[config.mk]
export PLATFORM = sky130hd
export DESIGN_NAME = ppt_cell
export DESIGN_NICKNAME = d
export VERILOG_FILES = /design/src/hdl/ppt_pkg.sv /design/src/hdl/ppt_cell.sv
export SDC_FILE = /design/constraint.sdc
export NUM_CORES = 2
export LEC_CHECK = 0
export BUFFER_PORTS_ARGS = -buffer_cell sky130_fd_sc_hd__buf_2
export CAP_MARGIN = 10
export CORE_MARGIN = 2
export CORE_UTILIZATION = 25
export DETAILED_ROUTE_END_ITERATION = 8
export GPL_ROUTABILITY_DRIVEN = 0
export SYNTH_ARGS = -nofsm -noshare
export SYNTH_HDL_FRONTEND = slang
export SYNTH_SLANG_ARGS = --single-unit
[constraint.sdc]
create_clock -name clk -period 15.2 [get_ports clk]
set_input_delay 0.76 -clock clk [delete_from_list [all_inputs] [get_ports clk]]
set_output_delay 0.76 -clock clk [all_outputs]
set_load 0.01 [all_outputs]
[src/hdl/ppt_pkg.sv]
// ppt_pkg: types and codes shared by the point-in-polygon test core and its cells
// no dependencies
`default_nettype none

package ppt_pkg;

	// func field codes of an input beat
	localparam logic FUNC_LOAD  = 1'b0;
	localparam logic FUNC_QUERY = 1'b1;

	// control part of the token that walks the cell chain
	typedef struct packed {
		logic valid;   // token holds a query
		logic parity;  // crossing parity so far
		logic cand;    // pending edge may cross, products follow the token
		logic dz_pos;  // pending edge has positive z difference
	} tok_ctl_t;

endpackage

`default_nettype wire

[src/hdl/ppt_cell.sv]
// ppt_cell: one corner register and one edge test stage of the chain
// depends on ppt_pkg (tok_ctl_t)
`default_nettype none

module ppt_cell
	import ppt_pkg::*;
#(
	parameter int COORD_BITS = 16
) (
	input  wire logic                          clk,
	input  wire logic                          arst_n,
	input  wire logic                          wr_en,
	input  wire logic signed [COORD_BITS-1:0]  wr_x,
	input  wire logic signed [COORD_BITS-1:0]  wr_z,
	input  wire logic                          active,
	input  wire logic                          head,
	input  wire logic                          use_first,
	input  wire tok_ctl_t                      ctl_i,
	input  wire logic signed [COORD_BITS-1:0]  qx_i,
	input  wire logic signed [COORD_BITS-1:0]  qz_i,
	input  wire logic signed [COORD_BITS-1:0]  px_i,
	input  wire logic signed [COORD_BITS-1:0]  pz_i,
	input  wire logic signed [COORD_BITS-1:0]  fx_i,
	input  wire logic signed [COORD_BITS-1:0]  fz_i,
	input  wire logic signed [2*COORD_BITS+1:0] lhs_i,
	input  wire logic signed [2*COORD_BITS+1:0] rhs_i,
	output tok_ctl_t                           ctl_o,
	output logic signed [COORD_BITS-1:0]       qx_o,
	output logic signed [COORD_BITS-1:0]       qz_o,
	output logic signed [COORD_BITS-1:0]       px_o,
	output logic signed [COORD_BITS-1:0]       pz_o,
	output logic signed [COORD_BITS-1:0]       fx_o,
	output logic signed [COORD_BITS-1:0]       fz_o,
	output logic signed [2*COORD_BITS+1:0]     lhs_o,
	output logic signed [2*COORD_BITS+1:0]     rhs_o
);

	localparam int CW = COORD_BITS;
	localparam int DW = CW + 1;
	localparam int PW = 2 * DW;

	logic signed [CW-1:0] cx_q, cz_q;
	logic signed [CW-1:0] ox, oz;
	logic signed [DW-1:0] dqz, dqx, dpx, dpz;
	logic signed [PW-1:0] lhs_d, rhs_d;
	logic                 straddle, near, edge_en, left_in;
	tok_ctl_t             ctl_q;
	logic signed [CW-1:0] qx_q, qz_q, px_q, pz_q, fx_q, fz_q;
	logic signed [PW-1:0] lhs_q, rhs_q;

	// stored corner
	always_ff @(posedge clk) begin
		if (wr_en) begin
			cx_q <= wr_x;
			cz_q <= wr_z;
		end
	end

	// corner i of this edge: own entry, or the first corner for the closing edge
	assign ox = use_first ? fx_i : cx_q;
	assign oz = use_first ? fz_i : cz_q;

	assign dqz = {qz_i[CW-1], qz_i} - {oz[CW-1], oz};
	assign dqx = {qx_i[CW-1], qx_i} - {ox[CW-1], ox};
	assign dpx = {px_i[CW-1], px_i} - {ox[CW-1], ox};
	assign dpz = {pz_i[CW-1], pz_i} - {oz[CW-1], oz};

	assign lhs_d = dqz * dpx;
	assign rhs_d = dqx * dpz;

	assign straddle = ((oz < qz_i) && (pz_i >= qz_i)) || ((pz_i < qz_i) && (oz >= qz_i));
	assign near     = (ox <= qx_i) || (px_i <= qx_i);
	assign edge_en  = ctl_i.valid && active && !head;

	// resolve the edge handed over by the neighbor
	assign left_in = ctl_i.dz_pos ? (lhs_i < rhs_i) : (rhs_i < lhs_i);

	always_ff @(posedge clk or negedge arst_n) begin
		if (!arst_n) begin
			ctl_q <= '0;
		end else begin
			ctl_q.valid  <= ctl_i.valid;
			ctl_q.parity <= ctl_i.parity ^ (ctl_i.cand & left_in);
			ctl_q.cand   <= edge_en & straddle & near;
			ctl_q.dz_pos <= dpz > 0;
		end
	end

	always_ff @(posedge clk) begin
		qx_q  <= qx_i;
		qz_q  <= qz_i;
		px_q  <= active ? ox : px_i;
		pz_q  <= active ? oz : pz_i;
		fx_q  <= (active && head) ? ox : fx_i;
		fz_q  <= (active && head) ? oz : fz_i;
		lhs_q <= lhs_d;
		rhs_q <= rhs_d;
	end

	assign ctl_o = ctl_q;
	assign qx_o  = qx_q;
	assign qz_o  = qz_q;
	assign px_o  = px_q;
	assign pz_o  = pz_q;
	assign fx_o  = fx_q;
	assign fz_o  = fz_q;
	assign lhs_o = lhs_q;
	assign rhs_o = rhs_q;

endmodule

`default_nettype wire

# Yosys cells after proc, flatten, opt, wreduce, memory -nomap -nowiden
# Cells that the tools add are included.
[totals] ff_bits=200 in_bits=206 output_inout_bits=168
[classes] add_sub_neg=4 multipliers=2 n_lt_le_gt_ge=9 muxes=7 bitwise=4 reduce_logical=8
[op_table] operator="16-bit 2-to-1 mux" n=6
[op_table] operator="34-bit less-than comparator" n=2
[op_table] operator="17-bit by 17-bit multiplier with 34-bit output" n=2
[op_table] operator="16-bit by 16-bit subtractor with 17-bit output" n=4
[op_table] operator="16-bit >= comparator" n=2
[op_table] operator="16-bit <= comparator" n=2
[op_table] operator="16-bit less-than comparator" n=2
[op_table] operator="17-bit by 1-bit greater-than comparator with 1-bit output (second input constant)" n=1
[op_table] operator="1-bit logical AND" n=5
[op_table] operator="1-bit AND" n=3
[op_table] operator="1-bit logical OR" n=2
[op_table] operator="1-bit logical NOT" n=1
[op_table] operator="1-bit 2-to-1 mux" n=1
[op_table] operator="1-bit bitwise XOR" n=1

# Logic depth before layout (Yosys ltp)
[logic_depth] ltp_word=6 ltp_mapped=39

# Worst setup path after synthesis
# No wires, ideal clock.
[synth_timing] kind="input -> register" startpoint="input port use_first" endpoint="register lhs_q[32], in the netlist lhs_o[32]" t_arrival_ps=9496 path_slack_ps=5632 cell_stages=38 path_buffers=4 path_cell_list="clkbuf_1 -> buf_1 -> mux2i_1 -> inv_1 -> ha_1 -> inv_1 -> fa_1 -> a21o_1 -> a21oi_1 -> nor2b_1 -> o21ai_1 -> a211oi_1 -> o21a_1 -> o41ai_2 -> xnor2_1 -> clkbuf_1 -> nand2_1 -> fa_1 -> [... 2 more ...] -> inv_1 -> fa_1 -> inv_1 -> fa_1 -> fa_1 -> inv_1 -> fa_1 -> inv_1 -> ha_1 -> clkbuf_1 -> and4_1 -> a221oi_1 -> a21boi_1 -> a221o_1 -> a2111oi_2 -> o21bai_1 -> a21oi_1 -> xnor2_1"
[synth_between] elab_chain_len=3 word_cells_on_any_way=5 cone_classes="add/sub: 2; mul: 1; mux: 2"
[synth_lines] item="start: declaration" line="ppt_cell.sv:17" text="input wire logic use_first,"
[synth_lines] item="16-bit 2-to-1 mux, on equally long branches" line="ppt_cell.sv:61, ppt_cell.sv:60"
[synth_lines] item="16-bit by 16-bit subtractor with 17-bit output, on equally long branches" line="ppt_cell.sv:63, ppt_cell.sv:65"
[synth_lines] item="17-bit by 17-bit multiplier with 34-bit output (*)" line="ppt_cell.sv:68" text="assign lhs_d = dqz * dpx;"
[synth_lines] item="named net lhs_d[32]" line="ppt_cell.sv:45" text="logic signed [PW-1:0] lhs_d, rhs_d;"
[synth_lines] item="end signal: assignment" line="ppt_cell.sv:96" text="lhs_q <= lhs_d;"
[synth_lines] item="end: declaration" line="ppt_cell.sv:49" text="logic signed [PW-1:0] lhs_q, rhs_q;"
# The timed path passes the listed nets; every way through them passes the cells marked *.
# A chain may end at the register's enable or synchronous reset.

# Final worst setup path
[layout_timing] startpoint="input port use_first" endpoint="register rhs_q[32], in the netlist rhs_o[32]"
[layout_between] elab_chain_len=3 word_cells_on_any_way=5 cone_classes="add/sub: 2; mul: 1; mux: 2"
[layout_lines] item="16-bit 2-to-1 mux, on equally long branches" line="ppt_cell.sv:60, ppt_cell.sv:61"
[layout_lines] item="16-bit by 16-bit subtractor with 17-bit output, on equally long branches" line="ppt_cell.sv:64, ppt_cell.sv:66"
[layout_lines] item="17-bit by 17-bit multiplier with 34-bit output (*)" line="ppt_cell.sv:69" text="assign rhs_d = dqx * dpz;"
[layout_lines] item="named net rhs_d[32]" line="ppt_cell.sv:45"
[layout_lines] item="end signal: assignment" line="ppt_cell.sv:97" text="rhs_q <= rhs_d;"
[layout_lines] item="end: declaration" line="ppt_cell.sv:49"
# Marks and branches as above.

==> impl_metrics.yaml <==
worst_setup_path:
  crit_required_ns: 15.67
  reg2reg_from: "cx_q[0]"
  crit_path_start: "use_first"
  path_max_fanout: 32
  critPathKind: "input pin to flip-flop"
  cp.arrival_ns: 11.17
  slowest_stage: "a2111oi_0"
  end_kind: "flip-flop"
  max_stage_delay_ns: 1.01
  start_kind: "input pin"
global_route:
  grt_pass1_vias: 25255
  grt_max_degree: 67
  grt-ovfl-total: 0
  grt_pass1_wl_um: 149000
  track_usage_pct: 15.6
  antenna_found_initial: 16
timing:
  setup_viol: 0
  fin_crit_ns: 10.70
  slew_viol_final: 0
  hold_viol: 0
  grt_setup_unrepaired: "no"
  max_freq_mhz: 93.5
  slew_headroom_pct: 6.84
  period_share_pct: 70.4
  max_slew.worst_pin.slew_ns: 1.39
  fin_tns_setup_ns: 0
  clock_skew_ns: 0.0143
clock_tree:
  cts_root_buf: "clkbuf_16"
  post_cts_resized: 0
  cts_sinks: 200
  clk_pin_slew_worst_paths_ns: 0.08
  holdBufCountCts: 0
  cts_buffer_depth: 2
  cts_max_level: 4
  post_cts_buffers: 0
  clk_latency_ns: 0.54
  tritoncts: "done"
  cts_buffers: 17
synthesis:
  synth_edf_count: 32
  syn_avg_cell_area_um2: 9.21
  synthesis.nets: 4508
  synth.top_cell.area_share_pct: 38.1
  yosys_most_used_dff: "dfxtp_1"
  ys_top_cells_by_area: "fa_1 (38%), ha_1 (12%), dfxtp_1 (10%), inv_1 (8.5%), nor2_1 (4.4%)"
  ys_seq_area_share_pct: 13.9
  synth_most_common_cell: "inv_1"
  syn_area_um2: 31300
  netlist_instances: 3404
  synth_common_cells: "inv_1 (714), fa_1 (596), nor2_1 (370), nand2_1 (340), ha_1 (302)"
  synth_cell_types: 72
  yosys.area.top_type: "fa_1"
  yosys_warnings: 0
  ys_ff_latch: 200
  async_flop_share_pct: 2.00
floorplanning:
  die_h_um: 358
  dieArea_um2: 128000
  row_count: 129
  design.core.area_um2: 124000
  initial_core_util_pct: 25.3
  die_w_um: 358
  io_pins: 374
placed_design:
  numPortBuffers: 373
  dp_hpwl_um: 84400
  dpl_cell_area_um2: 35500
drt:
  wl_um: 96900
  drc: 0
  postRouteAntennaNets: 0
  dr.first_iter.drc_count: 1783
  via_count: 24648
  vias_per_cell: 4.53
  wl_per_cell_um: 17.8
  dr.pass1.iters: 5
finish:
  final_cell_area_um2: 36100
  drive_gt1_share_pct: 13.5
  area_growth_pct: 15.1
  fill_cells: 13158
  fin_util_pct: 29.1
  nets: 4885
hold_path:
  hp-class: "input pin to asynchronous set/reset pin"
run:
  drv_cap: 0
status:
  status: "complete, no violations"
[metrics by stage]
step,instances,setup WS (ns),hold WS (ns)
CTS,5430,4.69,0.0342
detailed placement,5398,4.11,0.579
floorplan,3404,5.63,0.464
finish,5436,4.50,0.0785
global route,5432,3.91,0.0670
global placement,5398,4.32,0.598
[sequential cells by signal, indices dropped and copies added, names as in the netlist]
register / cells
cz_q: 16
qz_o: 16
pz_o: 16
fz_o: 16
cx_q: 16
qx_o: 16
ctl_o: 4
rhs_o: 34
fx_o: 16
px_o: 16
lhs_o: 34
[worst max-delay path, delay by kind of cell]
| family | cells | cell delay (ns) |
|---|---|---|
| AO/OA/AOI/OAI | 11 | 3.51 |
| XOR/XNOR | 2 | 1.06 |
| adder cells (fa/ha/maj) | 9 | 4.04 |
| buffers and inverters | 9 | 1.07 |
| multiplexers | 1 | 0.24 |
| AND/OR/NAND/NOR | 3 | 0.46 |
[final timing paths]
check | end | slack [ns] | cells past startpoint
setup / recovery | rhs_o[32] | 4.50 | 35
min in group clk | ctl_o[3] | 0.36 | 1
setup reg to reg | rhs_o[32] | 5.17 | 33
max in group asynchronous | ctl_o[0] | 14.91 | 1
hold reg to reg | fx_o[15] | 0.59 | 2
hold / removal | ctl_o[1] | 0.08 | 1
[routing by layer]
metal / GRT usage (%) / up-vias / share of wire (%)
li1: - / 11239 / -
met1: 20.8 / 12321 / 43
met2: 24.8 / 1000 / 45
met3: 4.39 / 84 / 9.8
met4: 3.78 / 4 / 1.9
met5: 0 / - / 0.029
[layout by cell type, fill, tap and decap left out, types with 7 or more instances in the layout]
master	count
nor2_1	370
and3_1	11
nor3_1	19
o21bai_1	11
inv_1	714
nand4_1	20
a21oi_1	155
xnor2_2	7
and2_1	32
buf_2	373
buf_4	71
nand2b_1	30
mux2i_1	37
a21o_1	65
nor2b_1	35
nand2_1	340
o211ai_1	12
xnor2_1	105
clkbuf_16	17
edfxtp_1	32
a31oi_1	9
o21ai_0	46
xor2_1	48
nand3_1	21
dfxtp_1	164
ha_1	302
or2_2	12
o21a_1	19
fa_1	596
[final cells by class]
class                           instances  area [um2]  area share (%)
Inverter                              716        2690            7.45
Clock buffer                           19         443            1.23
Tap cell                             1637        2050            5.68
Multi-Input combinational cell       2402       24000            66.5
Timing Repair Buffer                  444        2400            6.65
Clock inverter                         13         138           0.382
Antenna cell                            5        12.5          0.0347
Sequential cell                       200        4340            12.0
[kinds of logic (layout without fill, tap and decap cells)]
family | Yosys count | after routing | share of synthesized area, %
other | 0 | 5 | 0
AOI/OAI and AO/OA | 386 | 386 | 7.94
adders and majority gates | 898 | 898 | 50.1
and+or+nand+nor | 920 | 920 | 12.7
muxes | 38 | 38 | 1.22
xor gates and xnor gates | 160 | 160 | 4.57
buffers and inverters | 802 | 1192 | 9.65
DFF | 200 | 200 | 13.9
Power is left out: the tool's default activity adds up to more than one toggle a clock period on the data nets, which glitch-free logic cannot reach.
